File: config.mk
export PLATFORM = sky130hd
export DESIGN_NAME = multidim_array_address_generator_top
export DESIGN_NICKNAME = d
export VERILOG_FILES = /design/src/rtl/core/mdag_pkg.sv /design/src/rtl/core/mdag_datapath.sv /design/src/rtl/core/multidim_array_address_generator_top.sv
export SDC_FILE = /design/constraint.sdc
export NUM_CORES = 2
export LEC_CHECK = 0
export ABC_AREA = 1
export BUFFER_PORTS_ARGS = -buffer_cell sky130_fd_sc_hd__buf_4
export CELL_PAD_IN_SITES_DETAIL_PLACEMENT = 1
export CELL_PAD_IN_SITES_GLOBAL_PLACEMENT = 1
export CORE_MARGIN = 2
export CORE_UTILIZATION = 54
export DETAILED_ROUTE_END_ITERATION = 10
export GPL_ROUTABILITY_DRIVEN = 0
export PLACE_DENSITY_LB_ADDON = 0.08
export SLEW_MARGIN = 20
export SYNTH_ARGS = -nofsm -noshare
export SYNTH_HDL_FRONTEND = slang
export SYNTH_SLANG_ARGS = --single-unit
File: constraint.sdc
create_clock -name i_clk -period 28.6 [get_ports i_clk]
set_input_delay 5.72 -clock i_clk [delete_from_list [all_inputs] [get_ports i_clk]]
set_output_delay 5.72 -clock i_clk [all_outputs]
set_load 0.05 [all_outputs]
File: src/rtl/core/mdag_pkg.sv
// Shared widths, codes, state type and control bundle of the array address generator.
`timescale 1ns / 1ps

package mdag_pkg;

    // Default number of table entries (dimensions)
    localparam int DEF_MAX_DIMS = 16;

    // Field widths
    localparam int DIM_W      = 5;
    localparam int BND_W      = 16;
    localparam int EXT_W      = 18;   // upper - lower + 1 spans -65534..65536
    localparam int DIFF_W     = 17;
    localparam int BASE_W     = 32;
    localparam int ESIZE_W    = 16;
    localparam int ADDR_W_OUT = 32;

    // Accumulator is exact while inside +-2^40, so 42 signed bits carry it
    localparam int ACC_W  = 42;
    localparam int HALF_W = 21;
    localparam int OPA_W  = HALF_W + 1;
    localparam int OPB_W  = EXT_W;
    localparam int PROD_W = OPA_W + OPB_W;
    localparam int SUM_W  = 61;

    localparam logic signed [SUM_W-1:0] BIG_LIMIT = 61'sd1099511627776;

    // Stream and configuration port widths
    localparam int S_TDATA_W  = 56;
    localparam int M_TDATA_W  = 40;
    localparam int CFG_IDX_W  = 2;
    localparam int CFG_DATA_W = 32;

    // Register indexes
    localparam logic [CFG_IDX_W-1:0] REG_BASE_ADDRESS    = 2'd0;
    localparam logic [CFG_IDX_W-1:0] REG_ELEMENT_SIZE    = 2'd1;
    localparam logic [CFG_IDX_W-1:0] REG_DIMENSION_COUNT = 2'd2;

    // Item modes
    localparam logic MODE_LOAD  = 1'b0;
    localparam logic MODE_INDEX = 1'b1;

    typedef enum logic [2:0] {
        S_IDLE,
        S_READ,
        S_MAC_HI,
        S_SCALE_LO,
        S_SCALE_HI,
        S_EMIT
    } t_state;

    typedef struct packed {
        logic clear_acc;
        logic load_opnd;
        logic load_prod;
        logic opa_hi;
        logic opb_esize;
        logic update_acc;
        logic load_scaled;
    } t_dp_ctrl;

endpackage

File: src/rtl/core/mdag_datapath.sv
// Accumulator, shared two-pass multiplier and address scaling of the address generator.
`timescale 1ns / 1ps

module mdag_datapath import mdag_pkg::*; (
    input  logic                         i_clk,
    input  logic                         i_rst_n,
    input  t_dp_ctrl                     i_ctrl,
    input  logic signed [BND_W-1:0]      i_index,
    input  logic signed [BND_W-1:0]      i_lower,
    input  logic signed [EXT_W-1:0]      i_extent,
    input  logic        [ESIZE_W-1:0]    i_element_size,
    input  logic signed [BASE_W-1:0]     i_base_address,
    output logic        [ADDR_W_OUT-1:0] o_address,
    output logic                         o_overflow
);

    logic        [ACC_W-1:0]  r_acc;
    logic                     r_large;
    logic signed [PROD_W-1:0] r_prod;
    logic signed [DIFF_W-1:0] r_diff;
    logic signed [EXT_W-1:0]  r_ext;
    logic        [SUM_W-1:0]  r_scaled;

    logic signed [OPA_W-1:0]  w_opa;
    logic signed [OPB_W-1:0]  w_opb;
    logic signed [PROD_W-1:0] w_prod;
    logic signed [DIFF_W-1:0] w_diff;
    logic        [SUM_W-1:0]  w_hi_ext;
    logic        [SUM_W-1:0]  w_hi_shift;
    logic        [SUM_W-1:0]  w_lo_ext;
    logic        [SUM_W-1:0]  w_diff_ext;
    logic        [SUM_W-1:0]  w_sum;
    logic        [SUM_W-1:0]  w_exact;
    logic                     w_big;
    logic                     w_ext_zero;
    logic                     w_fits;

    // Pick the accumulator half and the second factor for the shared multiplier
    always_comb begin
        if (i_ctrl.opa_hi) begin
            w_opa = {r_acc[ACC_W-1], r_acc[ACC_W-1:HALF_W]};
        end else begin
            w_opa = {1'b0, r_acc[HALF_W-1:0]};
        end
        if (i_ctrl.opb_esize) begin
            w_opb = {{(OPB_W-ESIZE_W){1'b0}}, i_element_size};
        end else if (i_ctrl.load_opnd) begin
            w_opb = i_extent;
        end else begin
            w_opb = r_ext;
        end
    end

    assign w_prod = w_opa * w_opb;
    assign w_diff = {i_index[BND_W-1], i_index} - {i_lower[BND_W-1], i_lower};

    // Combine the upper partial product with the stored lower one
    assign w_hi_ext   = {{(SUM_W-PROD_W){w_prod[PROD_W-1]}}, w_prod};
    assign w_hi_shift = {w_hi_ext[SUM_W-1-HALF_W:0], {HALF_W{1'b0}}};
    assign w_lo_ext   = {{(SUM_W-PROD_W){r_prod[PROD_W-1]}}, r_prod};
    assign w_diff_ext = {{(SUM_W-DIFF_W){r_diff[DIFF_W-1]}}, r_diff};
    assign w_sum      = w_hi_shift + w_lo_ext + w_diff_ext;

    assign w_big      = ($signed(w_sum) > BIG_LIMIT) || ($signed(w_sum) < -BIG_LIMIT);
    assign w_ext_zero = (r_ext == '0);

    // Final address and range check
    assign w_exact = r_scaled + {{(SUM_W-BASE_W){i_base_address[BASE_W-1]}}, i_base_address};
    assign w_fits  = (&w_exact[SUM_W-1:ADDR_W_OUT-1]) || !(|w_exact[SUM_W-1:ADDR_W_OUT-1]);

    assign o_address  = w_exact[ADDR_W_OUT-1:0];
    assign o_overflow = (i_element_size != '0) && (r_large || !w_fits);

    // Accumulator and large flag
    always_ff @(posedge i_clk) begin
        if (!i_rst_n) begin
            r_acc   <= '0;
            r_large <= 1'b0;
        end else if (i_ctrl.clear_acc) begin
            r_acc   <= '0;
            r_large <= 1'b0;
        end else if (i_ctrl.update_acc) begin
            r_acc   <= w_sum[ACC_W-1:0];
            r_large <= (r_large && !w_ext_zero) || w_big;
        end
    end

    // Operands and partial products
    always_ff @(posedge i_clk) begin
        if (i_ctrl.load_opnd) begin
            r_diff <= w_diff;
            r_ext  <= i_extent;
        end
        if (i_ctrl.load_prod) begin
            r_prod <= w_prod;
        end
        if (i_ctrl.load_scaled) begin
            r_scaled <= w_hi_shift + w_lo_ext;
        end
    end

    // A restart leaves an exact zero behind
    a_clear_acc: assert property (@(posedge i_clk) disable iff (!i_rst_n)
        i_ctrl.clear_acc |=> (r_acc == '0) && !r_large)
        else $error("accumulator not cleared on restart");

    // A zero extent makes the accumulator exact again
    a_zero_ext: assert property (@(posedge i_clk) disable iff (!i_rst_n)
        i_ctrl.update_acc && w_ext_zero |=> !r_large)
        else $error("large flag kept across a zero extent");

endmodule

File: src/rtl/core/multidim_array_address_generator_top.sv
// Top level of the row-major multi-dimensional array address generator.
`timescale 1ns / 1ps

// Bounds items (tuser 0) write one dimension's lower bound and extent into the
// bounds table, and the next item is taken in the cycle after. Index items
// (tuser 1) read the table, then run the Horner step through one shared 22x18
// multiplier in two passes; for the last dimension, the scale by element size
// takes two more passes of the same multiplier and the base add follows in the
// emit step. The address lands in an output register; while an earlier result
// still waits there for i_m_tready, the block holds in its emit step and takes
// no new item. Index items whose dimension is out of range are dropped with
// no result. The bounds table has no reset: load every dimension before
// indexing it.
module multidim_array_address_generator_top import mdag_pkg::*; #(
    parameter int MAX_DIMS = DEF_MAX_DIMS
) (
    input  logic                  i_clk,
    input  logic                  i_rst_n,
    // Input items
    input  logic                  i_s_tvalid,
    output logic                  o_s_tready,
    input  logic [S_TDATA_W-1:0]  i_s_tdata,   // dim[4:0], lower_bound[20:5],
                                               // upper_bound[36:21], index_value[52:37]
    input  logic                  i_s_tuser,   // mode
    // Result items
    output logic                  o_m_tvalid,
    input  logic                  i_m_tready,
    output logic [M_TDATA_W-1:0]  o_m_tdata,   // address[31:0], overflow[32]
    // Register writes
    input  logic                  i_cfg_valid,
    output logic                  o_cfg_ready,
    input  logic [CFG_IDX_W-1:0]  i_cfg_index,
    input  logic [CFG_DATA_W-1:0] i_cfg_data
);

    localparam int ADDR_W       = (MAX_DIMS > 1) ? $clog2(MAX_DIMS) : 1;
    localparam int SLOT_W       = (ADDR_W > DIM_W) ? ADDR_W : DIM_W;
    localparam int DIM_CODE_MAX = (1 << DIM_W) - 1;
    localparam int DIM_LIM_I    = (MAX_DIMS > DIM_CODE_MAX) ? DIM_CODE_MAX : MAX_DIMS;
    localparam logic [DIM_W-1:0] DIM_LIM = DIM_W'(DIM_LIM_I);
    localparam int MEM_W        = EXT_W + BND_W;

    t_state r_state;
    t_state n_state;
    t_dp_ctrl w_ctrl;

    logic signed [BASE_W-1:0]  r_cfg_base;
    logic        [ESIZE_W-1:0] r_cfg_esize;
    logic        [DIM_W-1:0]   r_dim_count;

    logic                      r_last;
    logic signed [BND_W-1:0]   r_index;
    logic        [MEM_W-1:0]   r_mem_q;
    logic                      r_m_tvalid;
    logic [M_TDATA_W-1:0]      r_m_tdata;

    logic [MEM_W-1:0] mem [MAX_DIMS];

    logic                     w_mode;
    logic        [DIM_W-1:0]  w_dim;
    logic signed [BND_W-1:0]  w_lower;
    logic signed [BND_W-1:0]  w_upper;
    logic signed [BND_W-1:0]  w_index;
    logic signed [EXT_W-1:0]  w_extent;
    logic        [SLOT_W-1:0] w_slot;
    logic        [ADDR_W-1:0] w_addr;
    logic        [DIM_W-1:0]  w_eff_dims;
    logic                     w_s_acc;
    logic                     w_load_ok;
    logic                     w_index_ok;
    logic                     w_start;
    logic                     w_mem_we;
    logic                     w_mem_re;
    logic                     w_out_free;
    logic [ADDR_W_OUT-1:0]    w_address;
    logic                     w_overflow;

    // Unpack the input item
    assign w_mode  = i_s_tuser;
    assign w_dim   = i_s_tdata[DIM_W-1:0];
    assign w_lower = i_s_tdata[DIM_W +: BND_W];
    assign w_upper = i_s_tdata[DIM_W+BND_W +: BND_W];
    assign w_index = i_s_tdata[DIM_W+2*BND_W +: BND_W];

    assign w_extent = {{(EXT_W-BND_W){w_upper[BND_W-1]}}, w_upper}
                    - {{(EXT_W-BND_W){w_lower[BND_W-1]}}, w_lower} + EXT_W'(1);

    // Clamp the dimension count into 1..DIM_LIM (MAX_DIMS, but at most 31)
    always_comb begin
        if (r_dim_count == '0) begin
            w_eff_dims = DIM_W'(1);
        end else if (r_dim_count > DIM_LIM) begin
            w_eff_dims = DIM_LIM;
        end else begin
            w_eff_dims = r_dim_count;
        end
    end

    assign w_slot     = SLOT_W'(w_dim) - SLOT_W'(1);
    assign w_addr     = w_slot[ADDR_W-1:0];
    assign w_load_ok  = (w_dim != '0) && (w_dim <= DIM_LIM);
    assign w_index_ok = (w_dim != '0) && (w_dim <= w_eff_dims);

    assign o_s_tready = (r_state == S_IDLE);
    assign w_s_acc    = i_s_tvalid && o_s_tready;
    assign w_start    = w_s_acc && (w_mode == MODE_INDEX) && w_index_ok;
    assign w_mem_we   = w_s_acc && (w_mode == MODE_LOAD) && w_load_ok;
    assign w_mem_re   = w_start;
    assign w_out_free = !r_m_tvalid || i_m_tready;

    // Bounds table: extent above lower bound in each entry
    always_ff @(posedge i_clk) begin
        if (w_mem_we) begin
            mem[w_addr] <= {w_extent, w_lower};
        end
        if (w_mem_re) begin
            r_mem_q <= mem[w_addr];
        end
    end

    // Register writes
    assign o_cfg_ready = 1'b1;

    always_ff @(posedge i_clk) begin
        if (!i_rst_n) begin
            r_cfg_base  <= '0;
            r_cfg_esize <= ESIZE_W'(1);
            r_dim_count <= DIM_W'(1);
        end else if (i_cfg_valid) begin
            unique case (i_cfg_index)
                REG_BASE_ADDRESS:    r_cfg_base  <= i_cfg_data[BASE_W-1:0];
                REG_ELEMENT_SIZE:    r_cfg_esize <= i_cfg_data[ESIZE_W-1:0];
                REG_DIMENSION_COUNT: r_dim_count <= i_cfg_data[DIM_W-1:0];
                default: ;
            endcase
        end
    end

    // Sequencer: next state
    always_comb begin
        n_state = r_state;
        unique case (r_state)
            S_IDLE: begin
                if (w_start) begin
                    n_state = S_READ;
                end
            end
            S_READ:     n_state = S_MAC_HI;
            S_MAC_HI:   n_state = r_last ? S_SCALE_LO : S_IDLE;
            S_SCALE_LO: n_state = S_SCALE_HI;
            S_SCALE_HI: n_state = S_EMIT;
            S_EMIT: begin
                if (w_out_free) begin
                    n_state = S_IDLE;
                end
            end
            default:    n_state = S_IDLE;
        endcase
    end

    // Sequencer: datapath controls
    always_comb begin
        w_ctrl = '0;
        unique case (r_state)
            S_IDLE: begin
                w_ctrl.clear_acc = w_start && (w_dim == DIM_W'(1));
            end
            S_READ: begin
                w_ctrl.load_opnd = 1'b1;
                w_ctrl.load_prod = 1'b1;
            end
            S_MAC_HI: begin
                w_ctrl.opa_hi     = 1'b1;
                w_ctrl.update_acc = 1'b1;
            end
            S_SCALE_LO: begin
                w_ctrl.opb_esize = 1'b1;
                w_ctrl.load_prod = 1'b1;
            end
            S_SCALE_HI: begin
                w_ctrl.opa_hi      = 1'b1;
                w_ctrl.opb_esize   = 1'b1;
                w_ctrl.load_scaled = 1'b1;
            end
            S_EMIT:  ;
            default: ;
        endcase
    end

    always_ff @(posedge i_clk) begin
        if (!i_rst_n) begin
            r_state <= S_IDLE;
            r_last  <= 1'b0;
        end else begin
            r_state <= n_state;
            if (w_start) begin
                r_last <= (w_dim == w_eff_dims);
            end
        end
    end

    // Hold the subscript for the table read
    always_ff @(posedge i_clk) begin
        if (w_start) begin
            r_index <= w_index;
        end
    end

    mdag_datapath u_datapath (
        .i_clk          (i_clk),
        .i_rst_n        (i_rst_n),
        .i_ctrl         (w_ctrl),
        .i_index        (r_index),
        .i_lower        (r_mem_q[BND_W-1:0]),
        .i_extent       (r_mem_q[MEM_W-1:BND_W]),
        .i_element_size (r_cfg_esize),
        .i_base_address (r_cfg_base),
        .o_address      (w_address),
        .o_overflow     (w_overflow)
    );

    // Output register: load when the slot is free, drop when taken
    always_ff @(posedge i_clk) begin
        if (!i_rst_n) begin
            r_m_tvalid <= 1'b0;
        end else if ((r_state == S_EMIT) && w_out_free) begin
            r_m_tvalid <= 1'b1;
        end else if (i_m_tready) begin
            r_m_tvalid <= 1'b0;
        end
    end

    always_ff @(posedge i_clk) begin
        if ((r_state == S_EMIT) && w_out_free) begin
            r_m_tdata <= M_TDATA_W'({w_overflow, w_address});
        end
    end

    assign o_m_tvalid = r_m_tvalid;
    assign o_m_tdata  = r_m_tdata;

    // A stalled result keeps the next one waiting in the emit step
    a_emit_hold: assert property (@(posedge i_clk) disable iff (!i_rst_n)
        (r_state == S_EMIT) && !w_out_free |=> (r_state == S_EMIT) && r_m_tvalid)
        else $error("result overwritten while stalled");

    // A result appears only out of the emit step
    a_emit_src: assert property (@(posedge i_clk) disable iff (!i_rst_n)
        $rose(r_m_tvalid) |-> $past(r_state) == S_EMIT)
        else $error("result raised outside the emit step");

    // Table data is used only in the cycle after its read
    a_read_lat: assert property (@(posedge i_clk) disable iff (!i_rst_n)
        (r_state == S_READ) |-> $past(w_mem_re))
        else $error("table data used without a read");

    // Scaling runs only for the last dimension
    a_scale_last: assert property (@(posedge i_clk) disable iff (!i_rst_n)
        (r_state == S_SCALE_LO) |-> r_last)
        else $error("scale step for an inner dimension");

endmodule
=== After elaboration in Yosys (flattened, before gate mapping) ===
Memories as Yosys holds them, arrays and structs flattened. A register that Yosys moved wholly into a read port is not among the register bits.
Cells that the tools add are included.

* $mul: 1
* $add $sub $neg: 7
* Eq/ne operators: 11
* Reductions and logical operators: 37
* Mux-type cells: 20
* Magnitude comparators: 5
* Bitwise operators: 2

{| class="wikitable"
|+ Operators by type and width
! kind !! count
|-
| $add A61 B61 Y61 || 3
|-
| $gt A61 B42 Y1 const B || 1
|-
| $lt A61 B41 Y1 const B || 1
|-
| $mul A22 B18 Y40 || 1
|-
| $mux W18 || 2
|-
| $sub A16 B16 Y17 || 2
|-
| $reduce_and A30 Y1 || 1
|-
| $reduce_or A30 Y1 || 1
|-
| $mux W22 || 1
|-
| $add A17 B2 Y18 const B || 1
|-
| $logic_not A18 Y1 || 1
|-
| $pmux W3 S6 || 1
|-
| $reduce_bool A16 Y1 || 1
|-
| $logic_and A1 B1 Y1 || 11
|-
| $mux W1 || 11
|-
| $mux W5 || 2
|-
| $reduce_and A2 Y1 || 4
|-
| $reduce_or A2 Y1 || 4
|-
| $eq A3 B2 Y1 const B || 2
|-
| $eq A3 B3 Y1 const B || 2
|-
| $mux W3 || 2
|-
| $eq A5 B1 Y1 const B || 1
|-
| $eq A5 B5 Y1 || 1
|-
| $gt A5 B5 Y1 const B || 1
|-
| 17 further kinds || 25
|}

* RAM bits: 544
* Register bits: 286
* Input port bits: 96
* Output and inout port bits: 43
* Memories: 1
* Word-level logic and storage cells: 98

{| class="wikitable"
|+ Memory list
! memory !! depth !! width !! rd ports !! clocked after Yosys merged registers in !! write ports !! line !! text
|-
| mem || 16 || 34 || 1 || 1 || 1 || multidim_array_address_generator_top.sv:57 || <nowiki>logic [MEM_W-1:0] mem [MAX_DIMS];</nowiki>
|}

=== Logic depth before layout (Yosys ltp) ===
* Depth after elaboration: 10
* Depth in mapped cells: 68
* Depth with buffers taken out: 65

=== Cells and area by module ===
A second synthesis with hierarchy kept.

* Cells, all modules: 6623
* Area total of the unflattened synthesis: 59714.8 um^2

{| class="wikitable"
|+ By module, submodules not included
! module !! area an instance (um^2) !! sequential area each (um^2) !! cells an instance !! times used
|-
| mdag_datapath || 31975.7 || 4764.6 || 4267 || 1
|-
| multidim_array_address_generator_top || 27739.1 || 19989.2 || 2356 || 1
|}

=== Worst setup path after synthesis ===
OpenSTA, ideal clock, no wires.

* Kind: register to register
* From: register r_state[0]
* To: register u_datapath.r_large
* Clock period less this slack: 12.322 ns
* Data arrival time: 12.202 ns
* Buffers on the path: 2
* Data required time: 28.480 ns
* Path slack: 16.278 ns
* Stages on the path, launching flop included: 56
* Setup time: 0.120 ns
* Cells stage by stage: dfxtp_1 nor2_1 inv_1 nor2_1 inv_1 o21ai_0 inv_1 buf_1 nand3_1 o21ai_0 inv_1 clkbuf_1 nand2_1 fa_1 fa_1 fa_1 fa_1 inv_1 [... 20 more ...] nand2_1 nand2_1 a31oi_1 o21ai_1 nand2_1 nand2_1 xor2_1 ha_1 inv_1 nor3_1 a211oi_1 o211ai_1 a21oi_1 xor2_1 nor4b_1 nand4_1 nand2_1 a21oi_1

* Word-level cells in the longest chain between the ends: 10
* Elaborated cells between the ends (all ways): 27
* Classes of those cells: add/sub: 2; mul: 1; order compare: 2; eq/ne: 4; mux: 8; reduce/logical: 10

{| class="wikitable"
|+ RTL lines
! element !! line !! text
|-
| start: declaration || multidim_array_address_generator_top.sv:43 || <nowiki>t_state r_state;</nowiki>
|-
| start signal: assignment || multidim_array_address_generator_top.sv:195 || <nowiki>r_state <= n_state;</nowiki>
|-
| $eq A3 B3 Y1, or another cell as far along || multidim_array_address_generator_top.sv:164 || <nowiki>unique case (r_state)</nowiki>
|-
| $reduce_or A2 Y1 (no line) / $mux W1 (equally long branches) || - ||
|-
| $mux W1 / $mux W18 (equally long branches) || multidim_array_address_generator_top.sv:164, mdag_datapath.sv:47 ||
|-
| $mux W22 / $mux W18 (equally long branches) || mdag_datapath.sv:40, mdag_datapath.sv:45 ||
|-
| $mul A22 B18 Y40 * || mdag_datapath.sv:54 || <nowiki>assign w_prod = w_opa * w_opb;</nowiki>
|-
| named net u_datapath.w_prod[26] || mdag_datapath.sv:26 || <nowiki>logic signed [PROD_W-1:0] w_prod;</nowiki>
|-
| $add A61 B61 Y61 * (2 in a row) || mdag_datapath.sv:62 || <nowiki>assign w_sum = w_hi_shift + w_lo_ext + w_diff_ext;</nowiki>
|-
| $gt A61 B42 Y1 / $lt A61 B41 Y1 (equally long branches) || mdag_datapath.sv:64 || <nowiki>assign w_big = ($signed(w_sum) > BIG_LIMIT) || ($signed(w_sum) < -BIG_LIMIT);</nowiki>
|-
| $logic_or A1 B1 Y1 * || mdag_datapath.sv:64 ||
|-
| $logic_or A1 B1 Y1 * || mdag_datapath.sv:84 || <nowiki>r_large <= (r_large && !w_ext_zero) || w_big;</nowiki>
|-
| end signal: assignment || mdag_datapath.sv:84 ||
|-
| end: declaration || mdag_datapath.sv:18 || <nowiki>logic r_large;</nowiki>
|}

Mark *: on every way through the listed nets, which the timed path passes. The rest lies on a longest branch.
A chain may end at the register's enable or synchronous reset.

=== Final worst setup path ===
Same ends and word-level chain as after synthesis.

==> flow_metrics.tcl <==
set metrics [dict create \
    dr.first_iter.drc_count 4242 \
    synth_top_area_cell "edfxtp_1" \
    clkTransAtPathRegs_ns 0.06 \
    min_delay_path_depth 2 \
    avgSynthCellArea_sq_um 9.20 \
    htreeDepth 3 \
    maxSlewViolCount 0 \
    hpwl_um 150000 \
    yosys_warnings 0 \
    initial_core_util 0.543 \
    ys_types 64 \
    grt_usage 0.370 \
    synth_ff_type "edfxtp_1" \
    r2r_cells 52 \
    ios 139 \
    postCtsSetupRepairBufs 0 \
    core-area_sq_um 109000 \
    synth-seq-cells 864 \
    clk_path_buf_depth 3 \
    skew_ns 0.0472 \
    cp.arrival_ns 14.49 \
    vias 48000 \
    synth_enable_flop_cells 745 \
    crit_type "register to register" \
    grt_overflow 0 \
    die_h_um 334 \
    fin_crit_ns 13.95 \
    die_w_um 334 \
    min_path_type "register to register" \
    seqCellArea_sq_um 24800 \
    cp_slowest_cell "clkinv_1" \
    start_kind "register" \
    worstPathMaxFanout 36 \
    postRouteWirelength_um 207000 \
    post_drt_via_cell_ratio 5.98 \
    die_area_sq_um 112000 \
    cts.sinks 864 \
    antenna_found_initial 8 \
    rsz0062_at_grt "no" \
    drv_cap 0 \
    drc_errors 0 \
    final-setup-viol-count 0 \
    antenna_left 0 \
    synth_area_sq_um 58900 \
    cts_tree "built" \
    outcome "completed" \
    grt_pass1_vias 51300 \
    layout_commonest_cell "nor2_1" \
    fillers 12300 \
    syn_inst 6406 \
    slew_headroom 0.232 \
    drtPass1Iterations 6 \
    worst_slew_pin_slew_ns 1.15 \
    crit_family "simple AND/OR/NAND/NOR gates" \
    multi_input_comb_area_sq_um 30100 \
    period_share 0.488 \
    crit_path_frequent_cell "nand2_1" \
    synth_area_leaders "edfxtp_1 (38%), fa_1 (14%), nor2_1 (6.9%)" \
    placement_rows 121 \
    async_flop_share 0 \
    tns_ns 0 \
    setup.worst_path.end_class "register" \
    cp.required_ns 29.14 \
    portBuffers 127 \
    synth_top_cell_area_share 0.380 \
    clk_latency_ns 0.71 \
    layout_common_cells "nor2_1 (1065), nand2_1 (1027), inv_1 (952)" \
    grt_pass1_wl_um 310000 \
    ctsResizeCount 0 \
    synthToLayoutAreaGrowth_pct 10.1 \
    cts_root_buffer "clkbuf_16" \
    routedWlPerCell_um 25.8 \
    path_buf_inv 8 \
    slowest_delay_ns 0.94 \
    numCtsBuffers 92 \
    postCtsHoldBufs 0 \
    yosysSeqAreaShare 0.420 \
    grt_max_degree 137 \
    max_freq_ghz 0.0717 \
    crit_cells 52 \
    hold_viol_final 0 \
    drive_above_1_share 0.0723 \
    nNetsFinal 7344 \
]
-- worst paths after layout --
kind                                          start                   to  slack, ns
worst min-delay path            u_datapath.r_acc[2]  u_datapath.r_acc[2]       0.46
worst min register to register  u_datapath.r_acc[2]  u_datapath.r_acc[2]       0.46
worst max-delay path                     r_state[0]   u_datapath.r_large      14.65
worst max register to register           r_state[0]   u_datapath.r_large      14.65
-- cells by family (layout without fill, tap and decap cells) --
logic type,after synthesis,in the layout,share of synthesized area
buffers and inverters,1155,1344,0.0744
adders and majority gates,720,720,0.204
and+or+nand+nor,2454,2454,0.168
AOI/OAI and AO/OA,1026,1026,0.107
xor gates and xnor gates,185,185,0.0275
DFF,864,864,0.420
other,2,14,0.000127
-- area by class of cell --
cell class | count | area share
well taps | 1414 | 0.0273
flip-flops and latches | 864 | 0.382
clock buffers | 115 | 0.0379
inverters | 977 | 0.0566
diodes | 6 | 0.000231
repair buffers | 200 | 0.0234
clock inverters | 52 | 0.00947
multi-input cells | 4393 | 0.464
-- cell usage after synthesis (all sizes together) (31+ instances only) --
master  count
a22oi      35
dfxtp     119
nand4      39
nor2     1094
ha        322
xor2      121
a21oi     301
xnor2      64
clkbuf    144
a31oi      31
buf        34
fa        398
nor3       40
o32ai     136
nand3     173
nand2    1039
inv       962
o21ai     402
edfxtp    745
-- tightest hold or removal path, cell delays in order (launching register included) --
cell and delay (ns):
dfxtp_1 0.30, inv_1 0.06, a211oi_1 0.06
-- flip-flops by register name, summed over array words and instances (netlist names), 17 cells and up --
| register | flops |
|---|---|
| mem | 544 |
| u_datapath.r_scaled | 61 |
| u_datapath.r_acc | 42 |
| u_datapath.r_prod | 40 |
| r_mem_q | 34 |
| o_m_tdata | 33 |
| r_cfg_base | 32 |
| u_datapath.r_ext | 18 |
| u_datapath.r_diff | 17 |
-- metrics by stage --
stage           util  setup WS (ns)  instances  instance area (sq um)  hold slack, ns
6_report       0.598          14.65       8021                  64900           0.458
3_3_place_gp   0.568          15.47       7847                  61700           0.439
4_1_cts        0.597          15.03       8014                  64800           0.467
3_5_place_dp   0.569          15.10       7847                  61700           0.453
2_1_floorplan      -          16.28       6412                  58900           0.429
5_1_grt        0.598          13.87       8020                  64900           0.499
-- per-layer routing --
| layer | up-vias | track usage | wire length, um |
|---|---|---|---|
| met5 | - | 0 | 21 |
| met4 | 4 | 0.201 | 12500 |
| met3 | 631 | 0.0706 | 15400 |
| met2 | 1941 | 0.622 | 100000 |
| met1 | 24100 | 0.450 | 78800 |
| li1 | 21300 | - | - |
Power is left out: the tool's default activity adds up to more than one toggle a clock period on the data nets, which glitch-free logic cannot reach.
